<file path="src/hw/rtl/sea_pkg.sv">
package sea_pkg;

  localparam int MAX_WIDTH_DEF  = 1024;
  localparam int MAX_HEIGHT_DEF = 1024;
  localparam int FRAC_BITS_DEF  = 8;

  localparam int DIM_W  = 11;
  localparam int PIX_W  = 16;
  localparam int OUT_W  = 63;
  localparam int SUM_W  = 64;
  localparam int ADDR_W = 3;

  localparam logic [ADDR_W-1:0] REG_WIDTH  = 3'd0;
  localparam logic [ADDR_W-1:0] REG_HEIGHT = 3'd1;
  localparam logic [ADDR_W-1:0] REG_STEP   = 3'd2;
  localparam logic [ADDR_W-1:0] REG_IWT    = 3'd3;
  localparam logic [ADDR_W-1:0] REG_SWT    = 3'd4;

  typedef enum logic [3:0] {
    ST_IDLE,
    ST_READ,
    ST_SQRT,
    ST_DIV,
    ST_ACCUM,
    ST_MUL,
    ST_TOTAL,
    ST_OUT
  } sea_state_t;

  // Commands from the controller to the datapath.
  typedef struct packed {
    logic load;
    logic sqrt_start;
    logic div_start;
    logic accum;
    logic mul_start;
    logic total;
  } sea_cmd_t;

  // Status from the datapath to the controller.
  typedef struct packed {
    logic sqrt_done;
    logic div_done;
    logic mul_done;
    logic frame_end;
  } sea_status_t;

endpackage

</file>
<file path="src/hw/rtl/sea_regs.sv">
module sea_regs (
  input  logic        clk,
  input  logic        rst,
  input  logic        psel,
  input  logic        penable,
  input  logic        pwrite,
  input  logic [4:0]  paddr,
  input  logic [31:0] pwdata,
  output logic [31:0] prdata,
  output logic        pready,
  output logic [10:0] frame_width,
  output logic [10:0] frame_height,
  output logic [15:0] step_size,
  output logic [15:0] integrability_weight,
  output logic [15:0] smoothness_weight
);
  import sea_pkg::*;

  logic [ADDR_W-1:0] idx;
  assign idx    = paddr[4:2];
  assign pready = 1'b1;

  // Register writes.
  always_ff @(posedge clk) begin
    if (rst) begin
      frame_width <= 11'd1024; frame_height <= 11'd1024;
      step_size <= 16'd256; integrability_weight <= 16'd256;
      smoothness_weight <= 16'd256;
    end else if (psel && penable && pwrite) begin
      unique case (idx)
        REG_WIDTH:  frame_width <= pwdata[10:0];
        REG_HEIGHT: frame_height <= pwdata[10:0];
        REG_STEP:   step_size <= pwdata[15:0];
        REG_IWT:    integrability_weight <= pwdata[15:0];
        REG_SWT:    smoothness_weight <= pwdata[15:0];
        default: ;
      endcase
    end
  end

  // Read mux.
  always_comb begin
    unique case (idx)
      REG_WIDTH:  prdata = 32'(frame_width);
      REG_HEIGHT: prdata = 32'(frame_height);
      REG_STEP:   prdata = 32'(step_size);
      REG_IWT:    prdata = 32'(integrability_weight);
      REG_SWT:    prdata = 32'(smoothness_weight);
      default:    prdata = '0;
    endcase
  end
endmodule

</file>
<file path="config.mk">
export PLATFORM = sky130hd
export DESIGN_NAME = sea_regs
export DESIGN_NICKNAME = d
export VERILOG_FILES = /design/src/hw/rtl/sea_pkg.sv /design/src/hw/rtl/sea_regs.sv
export SDC_FILE = /design/constraint.sdc
export NUM_CORES = 1
export LEC_CHECK = 0
export ABC_AREA = 1
export BUFFER_PORTS_ARGS = -buffer_cell sky130_fd_sc_hd__buf_2
export CAP_MARGIN = 20
export CORE_UTILIZATION = 49
export CTS_BUF_LIST = sky130_fd_sc_hd__clkbuf_16
export CTS_CLUSTER_DIAMETER = 50
export DETAILED_ROUTE_END_ITERATION = 7
export PLACE_DENSITY_LB_ADDON = 0.1
export SETUP_SLACK_MARGIN = 0.5
export SLEW_MARGIN = 25
export SYNTH_ARGS = -nofsm -noshare
export SYNTH_HDL_FRONTEND = slang
export SYNTH_SLANG_ARGS = --single-unit
</file>
<file path="constraint.sdc">
create_clock -name clk -period 2.4 [get_ports clk]
set_input_delay 0.72 -clock clk [delete_from_list [all_inputs] [get_ports clk]]
set_output_delay 0.72 -clock clk [all_outputs]
set_load 0.05 [all_outputs]
</file>
Word level (Yosys, flattened, before mapping)
Index checks and enable logic that the tools add are counted.

Mux-type cells: 1. Equality and inequality tests: 4. Reduce and logical (&&, ||, !) cells: 8.

Operators with widths (number): 16-bit case mux with 5 select lines (1); 2-bit AND reduction (5); 3-bit by 2-bit == test with 1-bit output, second input constant (2); 3-bit by 1-bit == test with 1-bit output, second input constant (1); 3-bit == test, second input constant (1); 3-bit zero test (1); 1-bit logical AND (2).

Output and inout port bits: 103. Bits in registers: 70. Word-level logic and storage cells: 18. Input bits: 42.

Depth between registers and ports, before layout
Word-level depth: 3. Depth in mapped cells: 9. Mapped depth without buffers: 7.

Least setup slack after synthesis
Ideal clock, no wire load.

Kind: input -> output. Start: in paddr[4]. End: out prdata[7]. Required time: 1.680 ns. Path slack: -0.091 ns. Data arrival time: 1.771 ns. Path buffers: 3. Stages on the path: 8. Cell sequence: buf_6 > inv_6 > buf_8 > buf_2 > nand4_1 > nand2_1 > nor2_1 > nand2_1.

Cells in the longest elaborated chain, start to end: 2. Elaborated cells on any way between the ends: 6. Those cells by class: eq/ne: 4; mux: 1; reduce/logical: 1.

RTL lines: from (decl) (RTL line sea_regs.sv:7) `input logic [4:0] paddr,`; 3-bit == test (tied with other cells) (RTL line sea_regs.sv:43) `unique case (idx)`; 16-bit case mux with 5 select lines (*) (RTL line sea_regs.sv:43); to (decl) (RTL line sea_regs.sv:9) `output logic [31:0] prdata,`.

Mark *: on every way between the ends. The rest lies on a longest branch, timed or not.

Worst setup path in the final report
Start: in paddr[2]. End: out prdata[7].

Same word-level chain as after synthesis.

==> results.txt <==
Failing checks = setup timing
Maximum number of pins on one net before global-route repair = 71
Synth area leader = dfxtp_1
Data required, critical path = 1.68 ns
Seq/Total Area, Yosys = 0.375
Synthesized instance count = 574
RSZ-0062 raised after global routing = yes
Pwr Density = 551 nW/um^2
Max-slew violations = 0
CTS tree = yes
Slowest cell on crit path = buf_4
Synth area leaders = dfxtp_1, nand2_1, nor2_1, nand3_1, buf_4
Synth cell count leaders = nand2_1, nor2_1, nand3_1, dfxtp_1, inv_1
Slowest Stage Delay on Critical Path = 0.15 ns
Max cap viols = 0
First-pass DRT Iterations = 4
Final WS setup = -0.00756 ns
Layout cells sized above 1 = 0.347
Post-layout util = 0.732
Hpwl dp = 7690 microns
Status = finished, violations left
Most frequent cell after synthesis = nand2_1
WL final = 11400 microns
Critical path capture point type = output port
Setup_tns = -0.00860 ns
Post-synth EDFFs = 0
GP Congestion = 0.863
Yosys cell types = 24
Area share of the largest cell type after synthesis = 0.375
Synth warn = 0
Total grt overflow = 0
Critical path fanouts, max = 7
Total power = 2960 uW
Period utilization = 1.00
Setup WS pre-CTS = -0.164 ns
Setup Skew = 0 ns
Number of global-route vias before repair = 3652
I/O Pins = 145
F_max = 415 MHz
#FFs+latches synth = 70
Final std cells w/o fill = 808
DR vias = 4086
TritonCTS buffer count = 9
Worst-skew pair later-pin latency = 0.33 ns
Mapped Area = 3740 sq um
Root buf cell = clkbuf_16
CORE AREA = 7330 sq um
Critical Path, Cell by Cell = buf_12 -> buf_12 -> buf_4 -> nand3_4 -> nor2_1 -> nor2_1 -> nand2_2 -> buf_8
CTS clk-pin slew, worst paths = 0.05 ns
Synth async-reset ratio = 0
Final hold violations = 0
Antenna cell count = 0
Total die area = 7990 sq um
Peak VDD IR = 0.000340 V
Iteration-0 DRC Markers = 180
Antenna Nets Post-Route = 0
Synthesis-to-layout area growth = 43.5%
Avg Synthesized Cell Area = 6.52 sq um
Drt wl/cell = 14.1 microns
Kind of critical path = input pin to output port
Synth Flop Type = dfxtp_1
Class of the worst hold path = register to register
Standard-cell rows = 31
Initial antenna violation count = 0
Input/output buffers = 109
DRC viols = 0
Crit path DAT = 1.69 ns
Final net count = 746
Final setup violation count = 2
Placed Cells = 782
CTS H-Tree Depth = 3
Max Buffers Root-to-Sink = 2
Sink Count = 70
Initial Util = 0.510
Vias per cell = 5.06
Worst setup SP type = input pin
First-pass GRT wire length = 17600 microns
Minimum clock period = 2.41 ns
Hold-fix buffers at CTS = 0
Total track usage = 0.294
Die Y = 89.4 microns
P_leak = 0.00275 uW
Die Wd = 89.4 microns
final timing paths:
check | start | endpoint | slack, ns | cells past startpoint
setup / recovery | paddr[2] | prdata[7] | -0.008 | 8
hold / removal | integrability_weight[2] | integrability_weight[2] | 0.49 | 2
setup reg to reg | step_size[9] | step_size[9] | 1.73 | 2
hold reg to reg | integrability_weight[2] | integrability_weight[2] | 0.49 | 2
what timing repair did:
| action | CTS | global route |
|---|---|---|
| gates cloned | 3 | 0 |
| endpoints found under the setup margin | 16 | 16 |
| gates resized for setup | 96 | 20 |
| pin swaps | 28 | 11 |
| setup buffers | 6 | 1 |
worst max-delay path, delay by kind of cell:
family | cells | cell delay (ns)
AND/OR/NAND/NOR | 4 | 0.40
buffers and inverters | 4 | 0.55
kinds of logic (layout without fill, tap and decap cells):
kind of cell,after synthesis,count (layout),share of synthesized area
AO/OA/AOI/OAI,5,5,0.00669
buffers and inverters,89,207,0.139
flip-flops,70,70,0.375
other,2,17,0.00201
AND/OR/NAND/NOR,408,410,0.478
flip-flops by register name, indices dropped and copies added (netlist names):
register and count:
frame_width 11, frame_height 11, integrability_weight 16, smoothness_weight 16, step_size 16
power by group:
group	leakage, uW	internal, uW	switching, uW
combinational	0.00205	150	325
clock	0.000143	796	494
sequential	0.000565	1180	13.0
total	0.00275	2120	832
through the flow:
step                area [sq um]  hold WS, ns
floorplan                   3960        0.710
global placement            4590        0.481
detailed placement          4590        0.489
CTS                         5300        0.496
global route                5370        0.520
finish                      5370        0.495
cell usage in the layout, fill, tap and decap left out, types with 17 or more instances in the layout:
cell and count:
nand2_2 17, buf_8 18, dfxtp_1 70, buf_2 90
buf_4 31, nor2_1 137, nand3_1 67, nand2_1 124
inv_1 27, conb_1 17
layer usage:
metal  GRT usage  wire length [microns]  vias to the layer above
li1            -                      -                     2013
met2       0.511                   5620                      156
met4       0.146                    381                        0
met5           0                      0                        -
met3      0.0526                    729                       30
met1       0.350                   4660                     1887
final cells by class:
| type | instances | area (sq um) |
|---|---|---|
| clock buffer | 9 | 225 |
| clock inverter | 7 | 65.1 |
| fill | 590 | 1960 |
| inverter | 36 | 148 |
| multi-input combinational | 432 | 2180 |
| sequential | 70 | 1400 |
| tap | 99 | 124 |
| timing repair buffer | 155 | 1230 |
Note: power is estimated with default switching activity, not from simulation.
