$ cat config.mk
export PLATFORM = sky130hd
export DESIGN_NAME = sea_ctrl
export DESIGN_NICKNAME = d
export VERILOG_FILES = /design/src/hw/rtl/sea_pkg.sv /design/src/hw/rtl/sea_ctrl.sv
export SDC_FILE = /design/constraint.sdc
export NUM_CORES = 1
export LEC_CHECK = 0
export BUFFER_PORTS_ARGS = -buffer_cell sky130_fd_sc_hd__buf_2
export CORE_AREA = 2 2 39 41
export DETAILED_ROUTE_END_ITERATION = 8
export DIE_AREA = 0 0 41 43
export GPL_TIMING_DRIVEN = 0
export HOLD_SLACK_MARGIN = 0.06
export PLACE_DENSITY = 0.49
export SLEW_MARGIN = 20
export SYNTH_ARGS = -nofsm -noshare
export SYNTH_HDL_FRONTEND = slang
export SYNTH_SLANG_ARGS = --single-unit
export TNS_END_PERCENT = 1
$ cat constraint.sdc
create_clock -name clk -period 2.8 [get_ports clk]
set_input_delay 0.42 -clock clk [delete_from_list [all_inputs] [get_ports clk]]
set_output_delay 0.42 -clock clk [all_outputs]
set_load 0.05 [all_outputs]
$ cat src/hw/rtl/sea_pkg.sv
package sea_pkg;

  localparam int MAX_WIDTH_DEF  = 1024;
  localparam int MAX_HEIGHT_DEF = 1024;
  localparam int FRAC_BITS_DEF  = 8;

  localparam int DIM_W  = 11;
  localparam int PIX_W  = 16;
  localparam int OUT_W  = 63;
  localparam int SUM_W  = 64;
  localparam int ADDR_W = 3;

  localparam logic [ADDR_W-1:0] REG_WIDTH  = 3'd0;
  localparam logic [ADDR_W-1:0] REG_HEIGHT = 3'd1;
  localparam logic [ADDR_W-1:0] REG_STEP   = 3'd2;
  localparam logic [ADDR_W-1:0] REG_IWT    = 3'd3;
  localparam logic [ADDR_W-1:0] REG_SWT    = 3'd4;

  typedef enum logic [3:0] {
    ST_IDLE,
    ST_READ,
    ST_SQRT,
    ST_DIV,
    ST_ACCUM,
    ST_MUL,
    ST_TOTAL,
    ST_OUT
  } sea_state_t;

  // Commands from the controller to the datapath.
  typedef struct packed {
    logic load;
    logic sqrt_start;
    logic div_start;
    logic accum;
    logic mul_start;
    logic total;
  } sea_cmd_t;

  // Status from the datapath to the controller.
  typedef struct packed {
    logic sqrt_done;
    logic div_done;
    logic mul_done;
    logic frame_end;
  } sea_status_t;

endpackage

$ cat src/hw/rtl/sea_ctrl.sv
module sea_ctrl (
  input  logic                 clk,
  input  logic                 rst,
  input  logic                 in_valid,
  output logic                 in_ready,
  output logic                 out_valid,
  input  logic                 out_ready,
  output sea_pkg::sea_cmd_t    cmd,
  input  sea_pkg::sea_status_t status
);
  import sea_pkg::*;

  sea_state_t state, state_next;

  // State register.
  always_ff @(posedge clk) begin
    if (rst) begin
      state <= ST_IDLE;
    end else begin
      state <= state_next;
    end
  end

  // Result flag: set when the result registers load, cleared when the request is taken.
  always_ff @(posedge clk) begin
    if (rst) begin
      out_valid <= 1'b0;
    end else if (cmd.total) begin
      out_valid <= 1'b1;
    end else if (out_ready) begin
      out_valid <= 1'b0;
    end
  end

  // Next state.
  always_comb begin
    state_next = state;
    unique case (state)
      ST_IDLE:  if (in_valid) state_next = ST_READ;
      ST_READ:  state_next = ST_SQRT;
      ST_SQRT:  if (status.sqrt_done) state_next = ST_DIV;
      ST_DIV:   if (status.div_done) state_next = ST_ACCUM;
      ST_ACCUM: state_next = status.frame_end ? ST_MUL : ST_IDLE;
      ST_MUL:   if (status.mul_done) state_next = ST_OUT;
      ST_OUT:   if (!out_valid || out_ready) state_next = ST_TOTAL;
      ST_TOTAL: state_next = ST_IDLE;
      default:  state_next = ST_IDLE;
    endcase
  end

  // Outputs.
  always_comb begin
    cmd            = '0;
    in_ready       = (state == ST_IDLE);
    cmd.load       = (state == ST_IDLE) && in_valid;
    cmd.sqrt_start = (state == ST_READ);
    cmd.div_start  = (state == ST_SQRT) && status.sqrt_done;
    cmd.accum      = (state == ST_ACCUM);
    cmd.mul_start  = (state == ST_ACCUM) && status.frame_end;
    cmd.total      = (state == ST_TOTAL);
  end
endmodule

# Word level (Yosys, flattened, before mapping)

Cells that the tools add are included.

Register bits after elaboration: 5
Input port bits: 8
Output and inout port bits: 8
Logic and storage cells: 31

Equal/unequal tests: 12
Mux-type cells: 9
Reduce and logical (&&, ||, !) cells: 8

Operators by type and width:

| operator                                                         | number |
|---|---|
| 4-bit one-hot mux with 7 select lines                            | 1 |
| 4-bit 2-to-1 mux                                                 | 5 |
| 4-bit by 3-bit == test with 1-bit output (second input constant) | 4 |
| 2-bit != test (second input constant)                            | 5 |
| 4-bit by 2-bit == test with 1-bit output (second input constant) | 2 |
| 5-bit AND reduction                                              | 1 |
| 4-bit by 1-bit == test with 1-bit output (second input constant) | 1 |
| 4-bit zero test                                                  | 1 |
| 1-bit logical AND                                                | 3 |
| 3-bit 2-to-1 mux                                                 | 1 |
| 1-bit 2-to-1 mux                                                 | 2 |
| 2-bit nonzero test                                               | 1 |
| 1-bit zero test                                                  | 1 |
| 1-bit logical OR                                                 | 1 |

# Logic depth before layout (Yosys ltp)

Gate-level depths: netlist of run 1.

Word-level depth: 4
Depth in mapped cells: 4
Gate-level depth less buffers: 3

# Least setup slack after synthesis of run 1

Ideal clock, no wire load.

Path kind: flip-flop to output port
Start point: reg state[2]
End point: out cmd[5] (netlist bit)
Data arrival time: 2.132 ns
Required time: 2.380 ns
Path slack: 0.248 ns
Cell stages (with the launch flop): 3
Path buffers: 1
Cell sequence: dfxtp_1 buf_2 nor4b_1

RTL lines:

| item                     | RTL line       | text |
|---|---|---|
| start: declaration       | sea_ctrl.sv:13 | `sea_state_t state, state_next;` |
| start signal: assignment | sea_ctrl.sv:20 | `state <= state_next;` |
| end: declaration         | sea_ctrl.sv:8  | `output sea_pkg::sea_cmd_t cmd,` |

==> results of run 1 <==
per-layer routing:
layer / vias up / global-route usage, %
li1: 161 / -
met1: 139 / 11.5
met2: 16 / 14.1
met3: 2 / 3.14
met4: 0 / 8.00
met5: - / 0
cell usage after synthesis, drive strengths merged:
cell type / n / area, um2
a21bo: 1 / 10.0
nand2: 3 / 11.3
o21ai: 2 / 10.0
nand3: 2 / 10.0
mux2i: 1 / 10.0
a221oi: 1 / 15.0
a22o: 1 / 8.76
nor2: 4 / 17.5
nor4b: 1 / 8.76
nand3b: 1 / 7.51
nand2b: 2 / 20.0
nor3: 4 / 20.0
inv: 2 / 7.50
buf: 3 / 36.3
a2111oi: 1 / 15.0
a21oi: 2 / 10.0
dfxtp: 4 / 80.1
power groups by stage:
stage | clock, mW | sequential (mW) | combinational, mW
floorplan | 0 | 0.0644 | 0.0586
global placement | 0 | 0.0647 | 0.0757
detailed placement | 0 | 0.0649 | 0.0766
CTS | 0.0761 | 0.0639 | 0.0769
global route | 0.0798 | 0.0643 | 0.0820
finish | 0.0732 | 0.0638 | 0.0761
kinds of logic after synthesis:
group | Yosys count | synth area share, %
multiplexers | 1 | 3.36
AO/OA/AOI/OAI | 8 | 23.1
AND/OR/NAND/NOR | 17 | 31.9
flip-flops | 4 | 26.9
buffers and inverters | 5 | 14.7
area by class of cell:
type,instances,share of cell area [%]
Buffer,3,8.73
Clock buffer,3,5.42
Inverter,2,1.81
Multi-Input combinational cell,26,41.9
Sequential cell,4,19.3
Tap cell,16,4.82
Timing Repair Buffer,15,18.1
registers in the layout, summed over array words and instances, names as in the netlist:
signal	cells
out_valid	1
state	3
worst paths after layout:
kind,startpoint,endpoint,cells past startpoint
hold reg to reg,out_valid,out_valid,2
setup reg to reg,state[1],state[1],3
setup / recovery,state[2],cmd[5],3
hold / removal,rst,state[1],2
stage by stage:
stage	power, mW	setup WS [ns]	util, %	hold WS (ns)
floorplan	0.123	0.248	-	0.489
global placement	0.140	1.33	28.4	0.519
detailed placement	0.141	1.32	28.4	0.513
CTS	0.217	1.06	30.0	0.431
global route	0.226	0.983	30.0	0.440
finish	0.213	1.07	30.0	0.436
==> flow_summary_export.csv, run 1 <==
group,metric,value,unit
outcome,status,"completed",
grt,antenna_found_initial,0,
critical_path,arrival,1.31,ns
critical_path,critPathKind,"register to output pin",
power,power_density,513,nW/um2
floorplan,die_w,41,um
place,placed_area,393,um2
critical_path,path_cells,"buf_2 > nor4b_1 > buf_2",
critical_path,path_max_fanout,10,
clock_tree,cts_buffers,3,
clock_tree,cts_hold_buf,0,
critical_path,crit_family,"buffers and inverters",
critical_path,cp-end-kind,"output pin",
cells_and_area,register_area,80.1,um2
power,ir_drop,0.000163,V
critical_path,max_stage_delay,0.31,ns
timing,finClkSkew,0.000984,ns
yosys,yosysSeqAreaShare,26.9,%
power,p_comb_share,35.7,%
floorplan,row_count,14,
cells_and_area,syn_to_final_growth,39.5,%
power,power_leakage,0.191,nW
yosys,synth_fp_nets,43,
cells_and_area,layout.nets,63,
route,met3_length,70,um
route,detail-route-antenna-nets,0,
timing,final_max_slew_viol_count,0,
clock_tree,post_cts_resized,0,
yosys,yosysUniqueCellTypes,23,
cells_and_area,final_common_cell,"buf_2",
power,power_frac_clock,34.3,%
timing,fmax,0.577,GHz
cells_and_area,antennaDiodeCount,0,
timing,min_period,1.73,ns
yosys,synthCells,35,
cells_and_area,drive_gt1_share,49.1,%
critical_path,cp.required,2.38,ns
power,power_switching,0.0763,mW
cells_and_area,multiInputGateArea,174,um2
clock_tree,clk_pin_slew_worst_paths,0.04,ns
place,portBuffers,15,
floorplan,die_height,43,um
critical_path,cp_num_buf_inv,2,
critical_path,slowest_stage,"buf_2",
floorplan,ios,16,
cells_and_area,num-fill-cells,161,
timing,hold_viol_final,0,
timing,tightest_slew,0.259,ns
flow_run,drv_cap,0,
worst_hold_path,min_path_type,"primary input to register",
power,pwr-share-seq,29.9,%
grt,grt_overflow,0,
clock_tree,cts_tree,"yes",
timing,tns,0,ns
grt,grt_max_degree,11,
critical_path,rrSetupSlack,1.76,ns
place,gp_congestion,0.646,
timing,period_share,61.9,%
route,route.detailed.drc,0,
grt,grt_usage,9.93,%
route,vias,318,
power,p_int,0.137,mW
grt,grt_pass1_vias,273,
route,wire_per_inst,11.1,um
place,dp_hpwl,583,um
place,placedCellCount,66,
clock_tree,cts_buffer_depth,2,
timing,finalSetupViolations,0,
timing,rsz0062_at_grt,"no",
floorplan,start_util,21.5,%
route,wl,764,um
yosys,netlist_area,298,um2
route,viasPerCell,4.61,
critical_path,cpMostUsedCell,"buf_2",
route,drt_first_pass_iters,1,
clock_tree,clock_latency,0.24,ns
floorplan,fp.dieArea,1760,um2
clock_tree,cts_sinks,4,
yosys,ys_ff_latch,4,
cells_and_area,final_area,415,um2
clock_tree,htreeDepth,1,
critical_path,start_kind,"register",
grt,grt_pass1_wl,1120,um
route,wl_met1,372,um
yosys,synth_warnings,0,
cells_and_area,layout_common_cells,"16 x buf_2, 4 x nor3_1, 4 x dfxtp_1",
cells_and_area,final_cells,69,
route,dr.first_iter.drc_count,0,
clock_tree,cts-root-buf,"clkbuf_4",
timing,maxSlewHeadroom,82.6,%
route,top_layer_used,"met4",
yosys,synth.avg_cell_area,8.51,um2
floorplan,core_area,1380,um2
route,dr_wl_met2,312,um
power,sw_frac_of_total,35.8,%
clock_tree,post_cts_buffers,0,
(Power assumes the default switching activity.)
==> run 2, diff against run 1 <==
- PLACE_DENSITY: 0.49 -> 0.5
- clock period: 2.8 -> 1.5 ns (I/O delays scaled with it)
==> run 2 against run 1 <==
Clock-buffer cell count unchanged. Sequential power up 88%. Design area up 9.3%. First-iteration DRC count up 3.
==> flow_summary_export.csv, run 2 (synthesis results as in run 1) <==
group,metric,value,unit
place,placedCellCount,66,
clock_tree,clock_latency,0.23,ns
clock_tree,htreeDepth,1,
timing,period_share,95.8,%
worst_hold_path,min_path_type,"primary input to register",
clock_tree,cts_sinks,4,
route,dr.first_iter.drc_count,3,
cells_and_area,largest_register,"state",
critical_path,slowest_stage,"dfxtp_1",
timing,finClkSkew,0.000191,ns
floorplan,die_w,41,um
route,viasPerCell,4.54,
clock_tree,cts_tree,"yes",
floorplan,fp.dieArea,1760,um2
critical_path,start_kind,"register",
cells_and_area,layout.nets,63,
clock_tree,post_cts_buffers,0,
power,power_leakage,0.202,nW
clock_tree,cts-root-buf,"clkbuf_4",
timing,hold_viol_final,0,
floorplan,die_height,43,um
critical_path,max_stage_delay,0.30,ns
cells_and_area,finalCoreUtilization,32.8,%
timing,maxSlewHeadroom,83.7,%
grt,grt_usage,9.02,%
cells_and_area,syn_to_final_growth,52.5,%
timing,min_period,1.44,ns
route,detail-route-antenna-nets,0,
critical_path,path_cells,"clkbuf_4 > nor4b_4 > buf_4",
floorplan,core_area,1380,um2
critical_path,cp.required,1.27,ns
power,power_density,897,nW/um2
cells_and_area,top_regs,"state: 3 flops, out_valid: 1 flops",
cells_and_area,final_common_cell,"buf_2",
critical_path,crit_family,"buffers and inverters",
route,vias,313,
place,dp_hpwl,519,um
cells_and_area,final_cells,69,
cells_and_area,antennaDiodeCount,0,
critical_path,arrival,1.21,ns
critical_path,path_max_fanout,10,
clock_tree,cts_buffers,3,
timing,tightest_slew,0.245,ns
route,wire_per_inst,9.94,um
flow_run,drv_cap,0,
cells_and_area,final_area,454,um2
cells_and_area,largest_reg_flops,3,
route,wl,686,um
timing,finalSetupViolations,0,
place,portBuffers,15,
critical_path,critPathKind,"register to output pin",
outcome,status,"completed",
clock_tree,cts_hold_buf,0,
critical_path,rrSetupSlack,0.47,ns
grt,grt_pass1_vias,269,
place,gp_congestion,0.699,
cells_and_area,layout_common_cells,"9 x buf_2, 6 x clkbuf_4, 4 x buf_4",
grt,grt_max_degree,11,
floorplan,start_util,21.5,%
critical_path,cp-end-kind,"output pin",
grt,grt_pass1_wl,1010,um
power,ir_drop,0.000389,V
clock_tree,clk_pin_slew_worst_paths,0.04,ns
critical_path,cp_num_buf_inv,2,
route,drt_first_pass_iters,2,
floorplan,row_count,14,
floorplan,ios,16,
timing,fmax,0.696,GHz
place,placed_area,404,um2
timing,final_max_slew_viol_count,0,
grt,grt_overflow,0,
cells_and_area,num-fill-cells,159,
cells_and_area,drive_gt1_share,54.7,%
clock_tree,cts_buffer_depth,2,
grt,antenna_found_initial,0,
route,route.detailed.drc,0,
## run 2: changes by cell type in the layout (fill, tap and decap cells not counted)
| cell | previous run | this run |
|---|---|---|
| nor3_2 | 0 | 1 |
| dfxtp_2 | 0 | 1 |
| dfxtp_1 | 4 | 3 |
| buf_2 | 16 | 9 |
| buf_4 | 0 | 4 |
| nor4b_1 | 1 | 0 |
| nor4b_4 | 0 | 1 |
| clkbuf_4 | 3 | 6 |
| nor3_1 | 4 | 3 |
## run 2: layout make-up
type	count	area, um2	area share, %
Buffer	3	38.8	8.54
Inverter	2	7.51	1.65
Sequential cell	4	81.3	17.9
Multi-Input combinational cell	26	194	42.7
Timing Repair Buffer	15	90.1	19.8
Clock buffer	3	22.5	4.96
Tap cell	16	20.0	4.41
## run 2: timing repair
action / 4_1_cts / 5_1_grt
endpoints found under the setup margin: 3 / 6
pin swaps: 0 / 1
gates resized for setup: 3 / 7
## run 2: worst register-to-register path, stage by stage (launching register included)
cell,delay [ns]
dfxtp_1,0.34
buf_12,0.13
o21ai_0,0.10
a2111oi_2,0.35
## run 2: path summary, 6_finish.rpt
kind	end	cells after the start	startpoint
setup / recovery	cmd[5]	3	state[2]
hold / removal	state[1]	2	rst
setup reg to reg	state[1]	3	state[0]
hold reg to reg	out_valid	2	out_valid
## run 2: metal layers
metal  track usage [%]  up-vias  share of wire [%]
li1                  -      162                  -
met1              9.27      139                 44
met2              12.5       12                 47
met3              9.42        0                9.2
met4              2.00        0                  0
met5                 0        -                  0
## run 2: through the flow
| stage | power, mW | worst slack (ns) | setup TNS, ns | hold slack [ns] |
|---|---|---|---|---|
| 3_3_place_gp | 0.266 | 0.236 | 0 | 0.474 |
| 5_1_grt | 0.439 | -0.00582 | -0.00582 | 0.228 |
| 2_1_floorplan | 0.233 | -0.319 | -0.774 | 0.294 |
| 4_1_cts | 0.407 | 0.0284 | 0 | 0.227 |
| 3_5_place_dp | 0.266 | 0.240 | 0 | 0.475 |
| 6_report | 0.407 | 0.0634 | 0 | 0.228 |
## run 2: report_power, final
part           leakage [nW]  total (mW)  switching [mW]  internal [mW]
logic                 0.155       0.154          0.0917         0.0619
registers            0.0330       0.120         0.00694          0.114
clock network        0.0138       0.133          0.0438         0.0895
total                 0.202       0.407           0.142          0.265
==> run 3, diff against run 2 <==
--- a/config.mk
+++ b/config.mk
@@ -13,5 +13,4 @@
 export HOLD_SLACK_MARGIN = 0.06
 export PLACE_DENSITY = 0.5
-export SLEW_MARGIN = 20
 export SYNTH_ARGS = -nofsm -noshare
 export SYNTH_HDL_FRONTEND = slang
==> constraint.sdc (replaced) <==
create_clock -name clk -period 1.5 [get_ports clk]
set_input_delay 0.225 -clock clk [delete_from_list [all_inputs] [get_ports clk]]
set_output_delay 0.225 -clock clk [all_outputs]
set_load 0.1 [all_outputs]
==> run 3 against run 2 <==
Highest routed layer is now met4. Via count rose by 2.6%. Sequential share of layout area fell by 2.6 points. First-iteration DRC count fell by 33%. Maximum frequency fell by 1.0%. Largest cell class unchanged. Combinational power rose by 53%. Design area rose by 23%.
==> flow_summary_export.csv, run 3 (synthesis results as in run 1) <==
group,metric,value,unit
critical_path,crit-reg2reg-launch,"state[0]",
cells_and_area,largest_register,"state",
grt,grt_overflow,0,
cells_and_area,layout_common_cells,"8 x buf_2, 5 x buf_12",
grt,grt_pass1_wl,1180,um
timing,hold_viol_final,0,
floorplan,start_util,21.5,%
grt,grt_pass1_vias,285,
outcome,status,"completed",
timing,tightest_slew,0.485,ns
timing,maxSlewHeadroom,67.9,%
floorplan,die_w,41,um
route,wire_per_inst,10.4,um
critical_path,rrSetupSlack,0.49,ns
timing,rsz0062_at_grt,"no",
cells_and_area,syn_to_final_growth,87.0,%
grt,grt_max_degree,11,
cells_and_area,antennaDiodeCount,0,
cells_and_area,layout.nets,63,
critical_path,path_max_fanout,9,
worst_hold_path,whs_endpoint,"state[1]",
route,viasPerCell,4.65,
critical_path,start_kind,"register",
floorplan,ios,16,
cells_and_area,largest_reg_flops,3,
clock_tree,cts_sinks,4,
power,ir_drop,0.000353,V
clock_tree,cts-root-buf,"clkbuf_4",
timing,whs,0.225,ns
route,dr.first_iter.drc_count,2,
timing,finalSetupViolations,0,
worst_hold_path,whs_path_depth,2,
power,power_leakage,0.220,nW
flow_run,drv_cap,0,
route,route.detailed.drc,0,
clock_tree,clock_latency,0.24,ns
critical_path,cp-end-kind,"output pin",
clock_tree,cts_tree,"yes",
cells_and_area,finalCoreUtilization,40.2,%
place,gp_congestion,0.719,
floorplan,die_height,43,um
route,detail-route-antenna-nets,0,
route,drt_first_pass_iters,4,
power,power_density,879,nW/um2
cells_and_area,top_regs,"state: 3 flops, out_valid: 1 flops",
cells_and_area,final_common_cell,"buf_2",
critical_path,arrival,1.23,ns
cells_and_area,drive_gt1_share,66.0,%
worst_hold_path,min_path_type,"primary input to register",
critical_path,r2r-end,"state[1]",
place,dp_hpwl,534,um
floorplan,row_count,14,
timing,period_share,96.8,%
critical_path,critPathKind,"register to output pin",
worst_hold_path,hold_start,"rst",
route,vias,321,
route,wl,716,um
floorplan,fp.dieArea,1760,um2
clock_tree,clk_pin_slew_worst_paths,0.04,ns
timing,fmax,0.689,GHz
critical_path,cp.required,1.27,ns
timing,finClkSkew,0.00442,ns
clock_tree,htreeDepth,1,
clock_tree,cts_buffers,3,
place,placedCellCount,66,
grt,antenna_found_initial,0,
timing,final_max_slew_viol_count,0,
cells_and_area,final_cells,69,
clock_tree,cts_buffer_depth,2,
clock_tree,post_cts_buffers,0,
critical_path,r2r_cells,3,
place,portBuffers,15,
grt,grt_usage,10.2,%
clock_tree,cts_hold_buf,0,
timing,min_period,1.45,ns
floorplan,core_area,1380,um2
## run 3: worst max path at each step
stage          slack, ns      to  cells after the start  startpoint
4_1_cts            0.009  cmd[2]                      5    state[0]
5_1_grt            0.005  cmd[2]                      5    state[0]
6_report            0.05  cmd[5]                      3    state[0]
3_5_place_dp        0.02  cmd[3]                      4    state[1]
3_3_place_gp        0.01  cmd[3]                      4    state[1]
2_1_floorplan      -0.27  cmd[5]                      2    state[0]
## run 3: critical path, cell delays in order (launching register included)
cell and delay (ns):
dfxtp_2 0.32, buf_12 0.14, nor4b_4 0.27, buf_6 0.26
## run 3: timing repair
item | in CTS | in global routing
pin swaps | 0 | 2
setup endpoints to repair | 7 | 4
resized for setup | 17 | 7
## run 3: power by group
part | total [mW] | leakage [nW] | switching (mW) | internal (mW)
sequential | 0.121 | 0.0336 | 0.00752 | 0.114
clock | 0.133 | 0.0138 | 0.0436 | 0.0894
combinational | 0.235 | 0.173 | 0.151 | 0.0834
## run 3: layer usage
layer	GRT usage, %	wire (um)
met1	14.8	299
met2	11.6	344
met3	4.71	57
met4	6.00	14
met5	0	0
## run 3: through the flow
step                total power [mW]  setup slack (ns)  setup TNS, ns  area (um2)
global placement               0.335            0.0110              0         454
detailed placement             0.335            0.0220              0         454
global route                   0.511           0.00456              0         557
floorplan                      0.302            -0.266         -0.811         359
finish                         0.489            0.0485              0         557
CTS                            0.490           0.00879              0         531
## run 3: final cells by class
| cell class | instances | area (um2) |
|---|---|---|
| Fill cell | 143 | 827 |
| Multi-Input combinational cell | 26 | 230 |
| Timing Repair Buffer | 15 | 138 |
| Sequential cell | 4 | 85.1 |
| Buffer | 3 | 51.3 |
| Clock buffer | 3 | 22.5 |
| Tap cell | 16 | 20.0 |
| Inverter | 2 | 10.0 |
